[config.mk]
export PLATFORM = sky130hd
export DESIGN_NAME = qls_ctrl
export DESIGN_NICKNAME = d
export VERILOG_FILES = /design/src/rtl/qls_pkg.sv /design/src/rtl/qls_ctrl.sv
export SDC_FILE = /design/constraint.sdc
export NUM_CORES = 1
export LEC_CHECK = 0
export BUFFER_PORTS_ARGS = -buffer_cell sky130_fd_sc_hd__buf_4
export CORE_AREA = 2 2 39 41
export DETAILED_ROUTE_END_ITERATION = 8
export DIE_AREA = 0 0 41 43
export PLACE_DENSITY = 0.68
export SLEW_MARGIN = 20
export SYNTH_ARGS = -nofsm -noshare
export SYNTH_HDL_FRONTEND = slang
export SYNTH_SLANG_ARGS = --single-unit
[constraint.sdc]
create_clock -name clk -period 2.5 [get_ports clk]
set_clock_uncertainty 0.05 [all_clocks]
set_input_delay 0.5 -clock clk [delete_from_list [all_inputs] [get_ports clk]]
set_output_delay 0.5 -clock clk [all_outputs]
set_load 0.05 [all_outputs]
[src/rtl/qls_pkg.sv]
// shared constants, types and helpers of the q-learning step engine
package qls_pkg;

  localparam int STATE_COUNT = 256;
  localparam int MAX_ACTIONS = 8;
  localparam int STATE_W     = $clog2(STATE_COUNT);
  localparam int SLOT_W      = $clog2(MAX_ACTIONS);
  localparam int CNT_W       = $clog2(MAX_ACTIONS + 1);
  localparam int ADDR_W      = STATE_W + SLOT_W;
  localparam int Q_DEPTH     = STATE_COUNT * MAX_ACTIONS;
  localparam int Q_W         = 32;
  localparam int FRAC_W      = 17;
  localparam int DRAW_W      = 16;
  localparam int CFG_IDX_W   = 2;

  localparam logic [FRAC_W-1:0] ONE_FRAC       = 17'd65536;
  localparam logic [FRAC_W-1:0] LEARN_RATE_RST = 17'd26214;
  localparam logic [FRAC_W-1:0] DISCOUNT_RST   = 17'd39322;

  localparam logic [CFG_IDX_W-1:0] REG_LEARN_RATE = 2'd0;
  localparam logic [CFG_IDX_W-1:0] REG_DISCOUNT   = 2'd1;
  localparam logic [CFG_IDX_W-1:0] REG_EXPLORE    = 2'd2;
  localparam logic [CFG_IDX_W-1:0] REG_SLIP       = 2'd3;

  // controller to datapath
  typedef struct packed {
    logic capture;
    logic load_wr;
    logic clr_step;
    logic cnt_rd;
    logic cnt_take;
    logic succ_sel;
    logic mod_start;
    logic mod_step;
    logic scan_start;
    logic scan_step;
    logic choose;
    logic tbl_rd;
    logic tbl_take;
    logic mul1;
    logic err_calc;
    logic mul2;
    logic fin;
    logic out_load;
  } cmd_t;

  // datapath to controller
  typedef struct packed {
    logic clr_done;
    logic mod_done;
    logic scan_done;
    logic out_busy;
  } sts_t;

  function automatic logic [FRAC_W-1:0] frac_clamp(input logic [FRAC_W-1:0] v);
    frac_clamp = (v > ONE_FRAC) ? ONE_FRAC : v;
  endfunction

endpackage

[src/rtl/qls_ctrl.sv]
// sequencing state machine of the q-learning step engine
module qls_ctrl (
  input  logic          clk,
  input  logic          rst_n,
  input  logic          accept,
  input  logic          op,
  input  qls_pkg::sts_t sts,
  output qls_pkg::cmd_t cmd,
  output logic          idle
);
  import qls_pkg::*;

  localparam logic [4:0] S_CLR    = 5'd0;
  localparam logic [4:0] S_IDLE   = 5'd1;
  localparam logic [4:0] S_LOAD   = 5'd2;
  localparam logic [4:0] S_CNT_S  = 5'd3;
  localparam logic [4:0] S_CNTW_S = 5'd4;
  localparam logic [4:0] S_MOD    = 5'd5;
  localparam logic [4:0] S_SCAN_S = 5'd6;
  localparam logic [4:0] S_CHOOSE = 5'd7;
  localparam logic [4:0] S_RD     = 5'd8;
  localparam logic [4:0] S_RDW    = 5'd9;
  localparam logic [4:0] S_CNT_N  = 5'd10;
  localparam logic [4:0] S_CNTW_N = 5'd11;
  localparam logic [4:0] S_SCAN_N = 5'd12;
  localparam logic [4:0] S_MUL1   = 5'd13;
  localparam logic [4:0] S_ERR    = 5'd14;
  localparam logic [4:0] S_MUL2   = 5'd15;
  localparam logic [4:0] S_FIN    = 5'd16;
  localparam logic [4:0] S_OUT    = 5'd17;

  logic [4:0] state_r, state_nxt;

  always_ff @(posedge clk) begin
    if (!rst_n) begin
      state_r <= S_CLR;
    end else begin
      state_r <= state_nxt;
    end
  end

  assign idle = (state_r == S_IDLE);

  always_comb begin
    cmd       = '0;
    state_nxt = state_r;
    case (state_r)
      S_CLR: begin
        cmd.clr_step = 1'b1;
        if (sts.clr_done) state_nxt = S_IDLE;
      end
      S_IDLE: begin
        cmd.capture = accept;
        if (accept) state_nxt = op ? S_CNT_S : S_LOAD;
      end
      S_LOAD: begin
        cmd.load_wr = 1'b1;
        state_nxt   = S_IDLE;
      end
      S_CNT_S: begin
        cmd.cnt_rd = 1'b1;
        state_nxt  = S_CNTW_S;
      end
      S_CNTW_S: begin
        cmd.cnt_take   = 1'b1;
        cmd.mod_start  = 1'b1;
        cmd.scan_start = 1'b1;
        state_nxt      = S_MOD;
      end
      S_MOD: begin
        cmd.mod_step = 1'b1;
        if (sts.mod_done) state_nxt = S_SCAN_S;
      end
      S_SCAN_S: begin
        cmd.scan_step = 1'b1;
        if (sts.scan_done) state_nxt = S_CHOOSE;
      end
      S_CHOOSE: begin
        cmd.choose = 1'b1;
        state_nxt  = S_RD;
      end
      S_RD: begin
        cmd.tbl_rd = 1'b1;
        state_nxt  = S_RDW;
      end
      S_RDW: begin
        cmd.tbl_take = 1'b1;
        state_nxt    = S_CNT_N;
      end
      S_CNT_N: begin
        cmd.cnt_rd   = 1'b1;
        cmd.succ_sel = 1'b1;
        state_nxt    = S_CNTW_N;
      end
      S_CNTW_N: begin
        cmd.cnt_take   = 1'b1;
        cmd.succ_sel   = 1'b1;
        cmd.scan_start = 1'b1;
        state_nxt      = S_SCAN_N;
      end
      S_SCAN_N: begin
        cmd.scan_step = 1'b1;
        if (sts.scan_done) state_nxt = S_MUL1;
      end
      S_MUL1: begin
        cmd.mul1  = 1'b1;
        state_nxt = S_ERR;
      end
      S_ERR: begin
        cmd.err_calc = 1'b1;
        state_nxt    = S_MUL2;
      end
      S_MUL2: begin
        cmd.mul2  = 1'b1;
        state_nxt = S_FIN;
      end
      S_FIN: begin
        cmd.fin   = 1'b1;
        state_nxt = S_OUT;
      end
      S_OUT: begin
        if (!sts.out_busy) begin
          cmd.out_load = 1'b1;
          state_nxt    = S_IDLE;
        end
      end
      default: state_nxt = S_CLR;
    endcase
  end

endmodule

* Word level (Yosys, flattened, before mapping) *
Index checks and enable logic that the tools add are counted.

storage, ports and cells
  output and inout bits = 19
  register bits = 5
  logic and storage cells = 56
  bits of input ports = 8

operators by class
  eq/ne operators = 23
  multiplexer cells = 26
  reductions and logical operators = 6

operator list
  kind                  number
  $pmux W5 S18          1
  $eq A5 B4 Y1 const B  8
  $mux W5               6
  $eq A5 B3 Y1 const B  4
  $mux W1               19
  $ne A2 B2 Y1 const B  6
  $eq A5 B2 Y1 const B  2
  $eq A5 B5 Y1 const B  2
  $reduce_or A2 Y1      4
  $reduce_and A6 Y1     1
  $eq A5 B1 Y1 const B  1
  $logic_not A5 Y1      1

* Longest topological paths before layout *
Gate-level depths: netlist of the first run.

  word-level depth = 3
  depth in mapped cells = 7
  gate-level depth less buffers = 5

* Worst setup path after synthesis of the first run *
Ideal clock, no wire load.

  path type = flip-flop to output port
  start point = register state_r[2]
  end point = output cmd[15] (netlist bit)
  setup slack = -0.307 ns
  data arrival time = 2.257 ns
  required time = 1.950 ns
  cell stages (with the launch flop) = 5
  path buffers = 2
  cell sequence = dfxtp_1 -> clkbuf_1 -> or2_1 -> clkbuf_1 -> nor4_1

RTL lines
  what                    RTL line        source
  from (decl)             qls_ctrl.sv:32  logic [4:0] state_r, state_nxt;
  from (signal assigned)  qls_ctrl.sv:38  state_r <= state_nxt;
  to (decl)               qls_ctrl.sv:8   output qls_pkg::cmd_t cmd,

==> metrics.yaml, run 1 <==
outcome:
  run_status: "complete, no violations"
clock_tree:
  post_cts.resized_instances: 0
  clockBufferDepth: 2
  cts_htree_levels: 1
  worstSkewPairLatency_ns: 0.24
  cts-hold-fix-buffers: 0
  post-cts-setup-buffers: 0
  clockRootBuffer: "clkbuf_4"
  cts_tree: "built"
  cts.reportedPaths.clkPinSlew_ns: 0.04
  cts_buffers: 3
  tritoncts_sinks: 5
final_layout:
  area_growth_pct: 46.8
  diodes: 0
  layout.core_utilization_pct: 51.6
  layout_commonest_cell: "buf_4"
  registers.top_by_ff_count: "state_r"
  largest_reg_flops: 5
  layout.nets: 105
  final_cell_mix: "buf_4, nor2_1, nand2_1"
  top_regs: "state_r (5)"
  final_layout_size_suffix_gt1_share_pct: 37.5
timing:
  fin_crit_sh_pct: 89.6
  timing.final.ws_setup_ns: 0.261
  fmaxAchievable_mhz: 447
  final_max_slew_viol_count: 0
  tightest_slew_ns: 0.553
  rsz0062_at_grt: "no"
  worst_slew_margin_rel_pct: 63.1
  timing.final.hold_violations: 0
  setup_viol_count_final: 0
  layout_min_cycle_time_ns: 2.24
power_and_ir_drop:
  share_clk_of_total_power_pct: 13.9
  peakVddDrop_uv: 448
  power.internal_uw: 309
  power.combinational.fraction_pct: 64.7
  power.leakage_nw: 0.325
  pwr-share-seq_pct: 21.4
  p_switching_uw: 353
  pwr_density_cell_nw_per_um2: 926
  swShare_pct: 53.3
logic_synthesis:
  synth_mux_area_share_pct: 0
  synth.avg_cell_area_um2: 6.67
  xor_and_xnor_area_share_after_synthesis_pct: 5.40
  postSynthCellCount: 73
  ys_dominant_reg_cell: "dfxtp_1"
  ys_seq_area_share_pct: 20.6
  fraction_of_registers_with_async_set_or_reset_after_synthesis_pct: 0
  synth-warning-count: 0
  mappedNetlistArea_um2: 487
  simple_gate_share_of_the_synthesized_area_pct: 46.0
  synth_nets: 81
  synth_edf_count: 0
  synth-seq-cells: 5
  post_synth_fa_ha_maj_area_fraction_pct: 0
  synth_top_family_by_area: "simple AND/OR/NAND/NOR gates"
  synth-compound-area-share_pct: 17.7
  netlist-cell-type-count: 31
placed_design:
  port-buffer-count: 26
  place.detailed.hpwl_um: 1010
  globalplace.congestion: 0.775
  dp_worst_setup_slack_ns: 0.528
drt:
  wirelength_um: 1280
  drt-pass1-iter-count: 4
  antenna_left: 0
  drc: 0
  detailroute.via_count: 582
  detail_route.iter0.violations: 8
  drt-wirelength-per-cell_um: 11.5
  vias_per_cell: 5.20
floorplanning:
  initial_core_util_pct: 35.2
  die_w_um: 41
  die_area_um2: 1760
  ioPinCount: 27
  design.core.area_um2: 1380
  rows: 14
  die_y_um: 43
critical_path:
  regToRegSetupSlack_ns: 0.59
  timing.critical_path.slowest_stage_cell: "or3b_4"
  timing.critical_path.to_type: "output port"
  worst_ep_arrival_time_ns: 1.69
  critical_path.max_stage_delay_ns: 0.51
  path_cells: "or3b_4, nor2_2, and2_1, buf_4"
  worstSetupPathType: "reg -> out"
  critPathLaunchType: "flip-flop"
  worstPathMaxFanout: 16
  crit_required_ns: 1.95
global_routing:
  grt-ovfl-total: 0
  pin_count_of_the_biggest_net_entering_global_routing: 17
  grt_pass1_vias: 487
  antenna_violations_before_repair: 0
  global_route.usage.total_pct: 17.3
  grt_first_pass_wirelength_um: 2060
hold_path:
  min-delay-path-class: "in -> reg"
job:
  drv.max_cap_violation_count: 0
==> power by group through the flow <==
stage / Clock, mW / Sequential (mW) / Combinational (mW)
2_1_floorplan: 0 / 0.108 / 0.364
3_5_place_dp: 0 / 0.142 / 0.429
4_1_cts: 0.0952 / 0.140 / 0.431
6_report: 0.0920 / 0.141 / 0.428
3_3_place_gp: 0 / 0.142 / 0.427
5_1_grt: 0.102 / 0.147 / 0.462
==> synthesized netlist by cell type, types with 2 or more instances <==
cell      count  share of area [%]
a21oi_1       2                2.1
buf_4         2                3.1
clkbuf_1      5                3.9
dfxtp_1       5                 21
inv_1         3                2.3
nand2_1       6                4.6
nand2b_1      3                3.9
nand3_1       3                3.1
nor2_1       12                9.3
nor3_1        4                4.1
nor4_1        3                3.9
o21ai_0       2                2.1
or2_1         4                5.1
xor2_1        2                3.6
==> through the flow <==
step	hold WS [ns]	instances	area, um2	setup TNS [ns]	total power, mW
global placement	0.577	108	688	0	0.569
detailed placement	0.580	108	688	0	0.571
floorplan	0.568	73	504	-0.473	0.472
global route	0.430	112	714	0	0.711
finish	0.444	112	714	0	0.662
CTS	0.438	112	714	0	0.666
==> cell type report <==
type / count / area [um2]
Inverter: 3 / 11.3
Tap cell: 16 / 20.0
Clock buffer: 4 / 26.3
Fill cell: 133 / 669
Timing Repair Buffer: 27 / 203
Sequential cell: 5 / 100
Multi-Input combinational cell: 57 / 354
==> routing by layer <==
| layer | share of wire, % | GRT usage (%) | wire, um | up-vias |
|---|---|---|---|---|
| met5 | 0 | 0 | 0 | - |
| met4 | 1.1 | 10.0 | 14 | 0 |
| met3 | 6.2 | 4.71 | 79 | 2 |
| met2 | 48 | 27.5 | 617 | 25 |
| met1 | 44 | 19.4 | 571 | 257 |
| li1 | - | - | - | 298 |
==> worst max-delay path, delay by kind of cell (launching register included) <==
| family | cells | cell delay, ns |
|---|---|---|
| buf+inv | 1 | 0.19 |
| flops | 1 | 0.47 |
| simple gates | 3 | 0.78 |
==> worst paths after layout <==
| path | from | endpoint | cells past startpoint |
|---|---|---|---|
| worst max-delay path | state_r[4] | cmd[17] | 4 |
| worst min-delay path | rst_n | state_r[4] | 2 |
| worst max register to register | state_r[4] | state_r[0] | 4 |
| worst min register to register | state_r[2] | state_r[2] | 2 |
==> logic make-up after synthesis <==
kind of cell	Yosys count
XOR/XNOR	3
AO/OA/AOI/OAI	12
flip-flops	5
buffers and inverters	11
AND/OR/NAND/NOR	42
Note: power is estimated with default switching activity, not from simulation.
==> run 2, diff against run 1 <==
--- a/config.mk
+++ b/config.mk
@@ -10,6 +10,7 @@
 export DETAILED_ROUTE_END_ITERATION = 8
 export DIE_AREA = 0 0 41 43
 export PLACE_DENSITY = 0.68
+export REMOVE_ABC_BUFFERS = 1
 export SLEW_MARGIN = 20
 export SYNTH_ARGS = -nofsm -noshare
 export SYNTH_HDL_FRONTEND = slang
==> run 2 against run 1 <==
Cell count did not move. Flip-flop and latch count did not move. Register-to-register slack improved by 0.06 ns. Largest power group unchanged.
==> metrics.yaml, run 2 (synthesized netlist as in run 1, its figures left out) <==
outcome:
  run_status: "complete, no violations"
drt:
  drt-pass1-iter-count: 4  # unchanged
  antenna_left: 0  # unchanged
  wirelength_um: 1250  # -2.4%
  drc: 0  # unchanged
  detail_route.iter0.violations: 2  # -6
  detailroute.via_count: 576  # -1.0%
  drt-wirelength-per-cell_um: 11.2  # -2.4%
  vias_per_cell: 5.14  # -1.0%
clock_tree:
  cts_buffers: 3  # unchanged
  post-cts-setup-buffers: 0  # unchanged
  cts_htree_levels: 1  # unchanged
  tritoncts_sinks: 5  # unchanged
  cts_tree: "built"
  worstSkewPairLatency_ns: 0.26  # +0.02 ns
  clockRootBuffer: "clkbuf_4"
  post_cts.resized_instances: 0  # unchanged
  cts.reportedPaths.clkPinSlew_ns: 0.04  # about the same
  clockBufferDepth: 2  # unchanged
  cts-hold-fix-buffers: 0  # unchanged
hold_path:
  min-delay-path-class: "in -> reg"
  hold_start: "rst_n"
global_routing:
  pin_count_of_the_biggest_net_entering_global_routing: 17  # unchanged
  global_route.usage.total_pct: 15.8  # -1.5 points
  grt_pass1_vias: 418  # -14%
  antenna_violations_before_repair: 0  # unchanged
  grt_first_pass_wirelength_um: 1810  # -12%
  grt-ovfl-total: 0  # unchanged
power_and_ir_drop:
  power.leakage_nw: 0.323  # -0.55%
  peakVddDrop_uv: 402  # -10%
  pwr_density_cell_nw_per_um2: 935  # +1.0%
  total_power_uw: 652  # -1.5%
final_layout:
  layout.nets: 105  # unchanged
  largest_reg_flops: 5  # unchanged
  area_growth_pct: 43.2
  diodes: 0  # unchanged
  registers.top_by_ff_count: "state_r"
  layout_commonest_cell: "buf_4"
  final_cell_mix: "buf_4, nor2_1, nand2_1"
  layout.core_utilization_pct: 50.4  # -1.3 points
  top_regs: "state_r (5)"
  final_layout_size_suffix_gt1_share_pct: 33.3  # -4.2 points
floorplanning:
  die_area_um2: 1760  # unchanged
  die_w_um: 41  # unchanged
  die_y_um: 43  # unchanged
  design.core.area_um2: 1380  # unchanged
  rows: 14  # unchanged
  ioPinCount: 27  # unchanged
  initial_core_util_pct: 35.2  # unchanged
placed_design:
  globalplace.congestion: 0.752  # -3.1%
  port-buffer-count: 26  # unchanged
  place.detailed.hpwl_um: 939  # -6.7%
critical_path:
  critical_path.max_stage_delay_ns: 0.37  # -0.14 ns
  path_cells: "or2_1, nor2_1, nand2_1, nor3b_1, buf_4"
  worstPathMaxFanout: 8  # -8
  worst_ep_arrival_time_ns: 1.67  # -0.02 ns
  worst_setup_path_startpoint: "state_r[2]"
  timing.critical_path.to_type: "output port"
  crit_required_ns: 1.95  # about the same
  worstSetupPathType: "reg -> out"
  timing.critical_path.slowest_stage_cell: "dfxtp_1"
  r2r_start: "state_r[4]"
  critPathLaunchType: "flip-flop"
timing:
  final_max_slew_viol_count: 0  # unchanged
  setup_viol_count_final: 0  # unchanged
  worst_slew_margin_rel_pct: 67.3  # +4.2 points
  fmaxAchievable_mhz: 449  # +0.65%
  setup-tns-final_ns: 0  # unchanged
  layout_min_cycle_time_ns: 2.22  # -0.0144 ns
  fin_crit_sh_pct: 89.0  # -0.57 points
  tightest_slew_ns: 0.490  # -0.0628 ns
  timing.final.hold_violations: 0  # unchanged
  rsz0062_at_grt: "no"
job:
  drv.max_cap_violation_count: 0  # unchanged
==> run 2: worst max-delay path, delay by kind of cell, from the launching register on <==
family	cells	cell delay, ns
flip-flops	1	0.37
AND/OR/NAND/NOR	4	0.83
buffers and inverters	1	0.23
==> run 2: power by group <==
part	internal [mW]	switching [mW]	leakage (nW)
Clock	0.0606	0.0382	0.0150
Combinational	0.144	0.264	0.268
Sequential	0.0971	0.0476	0.0409
==> run 2: cell type report <==
type | count | area (um2)
sequential | 5 | 100
multi-input combinational | 57 | 337
fill | 143 | 687
inverter | 3 | 11.3
tap | 16 | 20.0
timing repair buffer | 27 | 203
clock buffer | 4 | 26.3
==> run 2: path summary, 6_finish.rpt <==
kind | end | depth (start not counted) | slack (ns)
max | cmd[0] | 5 | 0.28
min | state_r[4] | 2 | 0.43
max reg2reg | state_r[0] | 4 | 0.65
min reg2reg | state_r[0] | 2 | 0.58
==> run 2: stage by stage <==
stage | setup WS (ns) | cell area (um2) | hold WS (ns) | cells
final | 0.275 | 697 | 0.432 | 112
after floorplan | -0.420 | 448 | 0.540 | 65
after detailed placement | 0.542 | 671 | 0.580 | 108
after global placement | 0.557 | 671 | 0.571 | 108
after CTS | 0.272 | 697 | 0.427 | 112
after global routing | 0.128 | 697 | 0.438 | 112
==> run 2: metal layers <==
metal | routed length, um | track usage [%] | vias up
met5 | 0 | 0 | -
met4 | 38 | 12.0 | 0
met3 | 110 | 6.28 | 4
met2 | 556 | 20.9 | 24
met1 | 547 | 19.4 | 249
li1 | - | - | 299
==> run 3, diff against run 2 <==
--- a/config.mk
+++ b/config.mk
@@ -5,11 +5,12 @@
 export SDC_FILE = /design/constraint.sdc
 export NUM_CORES = 1
 export LEC_CHECK = 0
+export ABC_AREA = 1
 export BUFFER_PORTS_ARGS = -buffer_cell sky130_fd_sc_hd__buf_4
 export CORE_AREA = 2 2 39 41
 export DETAILED_ROUTE_END_ITERATION = 8
 export DIE_AREA = 0 0 41 43
-export PLACE_DENSITY = 0.68
+export PLACE_DENSITY = 0.77
 export REMOVE_ABC_BUFFERS = 1
 export SLEW_MARGIN = 20
 export SYNTH_ARGS = -nofsm -noshare
==> run 3 against run 2 <==
Area after synthesis rose by 22%. Combinational power down 1%. Synthesized cell count grew 34%. Worst setup slack better by 0.055 ns. Power fell by 4.6%. Largest cell class unchanged. Largest power group unchanged. Highest routed layer unchanged.
==> metrics.yaml, run 3 <==
outcome:
  run_status: "complete, no violations"
global_routing:
  global_route.usage.total_pct: 20.1  # +4.3 points
  grt_pass1_vias: 615  # +47%
  gr_util_met1_pct: 27.6  # +8.1 points
  gr-usage-met2_pct: 30.0  # +9.1 points
  global_route.usage.met3_pct: 3.14  # -3.1 points
  grt_first_pass_wirelength_um: 2490  # +37%
  global_route.peak_usage_layer: "met2"
  grt-ovfl-total: 0  # unchanged
  antenna_violations_before_repair: 0  # unchanged
  pin_count_of_the_biggest_net_entering_global_routing: 11  # -6
placed_design:
  port-buffer-count: 26  # unchanged
  globalplace.congestion: 0.954  # +27%
  place.detailed.hpwl_um: 1310  # +39%
  numPlacedInstances: 138  # +28%
timing:
  worst_hold_slack_after_final_layout_ns: 0.411  # -0.0215 ns
  fmaxAchievable_mhz: 461  # +2.5%
  worst_slew_margin_rel_pct: 68.4  # +1.2 points
  layout_min_cycle_time_ns: 2.17  # -0.0551 ns
  setup_viol_count_final: 0  # unchanged
  rsz0062_at_grt: "no"
  timing.final.hold_violations: 0  # unchanged
  setup-tns-final_ns: 0  # unchanged
  fin_crit_sh_pct: 86.8  # -2.2 points
  final_max_slew_viol_count: 0  # unchanged
  tightest_slew_ns: 0.473  # -0.0177 ns
power_and_ir_drop:
  swShare_pct: 56.0  # +2.4 points
  power.internal_uw: 274  # -9.5%
  peakVddDrop_uv: 497  # +24%
  power.leakage_nw: 0.441  # +36%
  p_switching_uw: 348  # -0.37%
  share_clk_of_total_power_pct: 15.3  # about the same
  pwr_density_cell_nw_per_um2: 760  # -19%
  pwr-share-seq_pct: 19.7  # -2.5 points
  power.combinational.fraction_pct: 64.9  # +2.3 points
floorplanning:
  design.core.area_um2: 1380  # unchanged
  ioPinCount: 27  # unchanged
  die_w_um: 41  # unchanged
  initial_core_util_pct: 43.0  # +7.9 points
  die_y_um: 43  # unchanged
  rows: 14  # unchanged
  die_area_um2: 1760  # unchanged
drt:
  drt-wirelength-per-cell_um: 11.1  # -0.86%
  drt-pass1-iter-count: 4  # unchanged
  wirelength_um: 1580  # +26%
  antenna_left: 0  # unchanged
  detail_route.iter0.violations: 14  # +12
  vias_per_cell: 5.01  # -2.5%
  detailroute.via_count: 712  # +24%
  drc: 0  # unchanged
final_layout:
  diodes: 0  # unchanged
  area_growth_pct: 37.4
  layout.core_utilization_pct: 59.1  # +8.8 points
  layout.nets: 135  # +29%
  final_layout_size_suffix_gt1_share_pct: 41.3  # +7.9 points
  final_cell_mix: "buf_4, inv_1, nand2_1"
  registers.top_by_ff_count: "state_r"
  top_regs: "state_r (5)"
  final.fill_count: 146  # +2.1%
  final-instance-count-excl-fill: 142  # +27%
  largest_reg_flops: 5  # unchanged
  layout_commonest_cell: "buf_4"
critical_path:
  worstPathMaxFanout: 7  # -1
  critical_path.max_stage_delay_ns: 0.40  # +0.03 ns
  critPathLaunchType: "flip-flop"
  crit_buf_inv: 2  # +1
  path_cells: "nor2_2, inv_2, nor3_1, o21bai_1, buf_4"
  timing.critical_path.to_type: "output port"
  crit_required_ns: 1.95  # about the same
  worstSetupPathType: "reg -> out"
  timing.critical_path.slowest_stage_cell: "dfxtp_1"
  critical-path-top-delay-family: "simple AND/OR/NAND/NOR gates"
  worst_ep_arrival_time_ns: 1.62  # -0.05 ns
logic_synthesis:
  synth-seq-cells: 5  # unchanged
  synth-warning-count: 0  # unchanged
  ys_dominant_reg_cell: "dfxtp_1"
  synth.avg_cell_area_um2: 6.08  # -8.9%
  fraction_of_registers_with_async_set_or_reset_after_synthesis_pct: 0  # unchanged
  postSynthCellCount: 98  # +34%
  mappedNetlistArea_um2: 596  # +22%
  netlist-cell-type-count: 22  # -29%
  synth_largest_area_cell: "dfxtp_1"
  synth_edf_count: 0  # unchanged
  ys_seq_area_share_pct: 16.8  # -3.8 points
  biggest_area_contributors_in_the_synthesized_netlist: "dfxtp_1, inv_1, nand2_1"
  post-synth-top-area-fraction_pct: 16.8  # -3.8 points
  post-synth-top-count-cell: "inv_1"
  post_synth_most_frequent_cells: "inv_1, nand2_1, nor2_1"
job:
  drv.max_cap_violation_count: 0  # unchanged
clock_tree:
  worstSkewPairLatency_ns: 0.25  # about the same
  post_cts.resized_instances: 0  # unchanged
  post-cts-setup-buffers: 0  # unchanged
  cts_tree: "built"
  cts_htree_levels: 1  # unchanged
  clockBufferDepth: 2  # unchanged
  cts.reportedPaths.clkPinSlew_ns: 0.04  # about the same
  clockRootBuffer: "clkbuf_4"
  cts-hold-fix-buffers: 0  # unchanged
  cts_buffers: 3  # unchanged
  tritoncts_sinks: 5  # unchanged
hold_path:
  min-delay-path-class: "in -> reg"
==> run 3: cell families (layout without fill, tap and decap cells) <==
| kind of cell | Yosys count | in the layout | synth area share (%) |
|---|---|---|---|
| AND/OR/NAND/NOR | 62 | 62 | 59.4 |
| buffers and inverters | 24 | 52 | 17.4 |
| AO/OA/AOI/OAI | 7 | 7 | 6.30 |
| flip-flops | 5 | 5 | 16.8 |
==> run 3: through the flow <==
| stage | power [mW] | cell area (um2) | setup slack, ns |
|---|---|---|---|
| finish | 0.622 | 818 | 0.330 |
| global route | 0.663 | 818 | 0.163 |
| CTS | 0.625 | 818 | 0.336 |
| detailed placement | 0.526 | 792 | 0.603 |
| global placement | 0.524 | 792 | 0.645 |
| floorplan | 0.422 | 577 | -0.277 |
==> run 3: power groups by stage <==
stage / clock, mW / combinational, mW / sequential [mW]
2_1_floorplan: 0 / 0.306 / 0.116
5_1_grt: 0.105 / 0.435 / 0.123
3_5_place_dp: 0 / 0.404 / 0.122
3_3_place_gp: 0 / 0.404 / 0.120
6_report: 0.0953 / 0.404 / 0.123
4_1_cts: 0.0984 / 0.405 / 0.121
==> run 3: worst paths after layout <==
kind               from          to  slack, ns  cells past startpoint
min reg2reg  state_r[0]  state_r[0]       0.54                      2
min               rst_n  state_r[2]       0.41                      3
max          state_r[3]     cmd[14]       0.33                      5
max reg2reg  state_r[4]  state_r[1]       0.91                     10
==> run 3: final cells by class <==
type                            count  area (um2)  area share, %
Sequential cell                     5         100           12.2
Inverter                           22        85.1           10.4
Multi-Input combinational cell     69         392           47.9
Tap cell                           16        20.0           2.45
Clock buffer                        4        26.3           3.21
Timing Repair Buffer               26         195           23.9
==> run 3: per-layer routing <==
metal / vias to the layer above / routed length [um]
li1: 368 / -
met1: 325 / 726
met2: 16 / 760
met3: 3 / 60
met4: 0 / 27
met5: - / 0
==> run 3: worst reg2reg max path, stage by stage (launching register included) <==
cell     delay [ns]
dfxtp_1        0.61
inv_4          0.13
nand2_4        0.11
nor2_4         0.05
nand2_2        0.07
nand2_4        0.06
nand2_2        0.07
nand2_1        0.05
nor2_1         0.14
nand2_1        0.07
a21oi_1        0.12
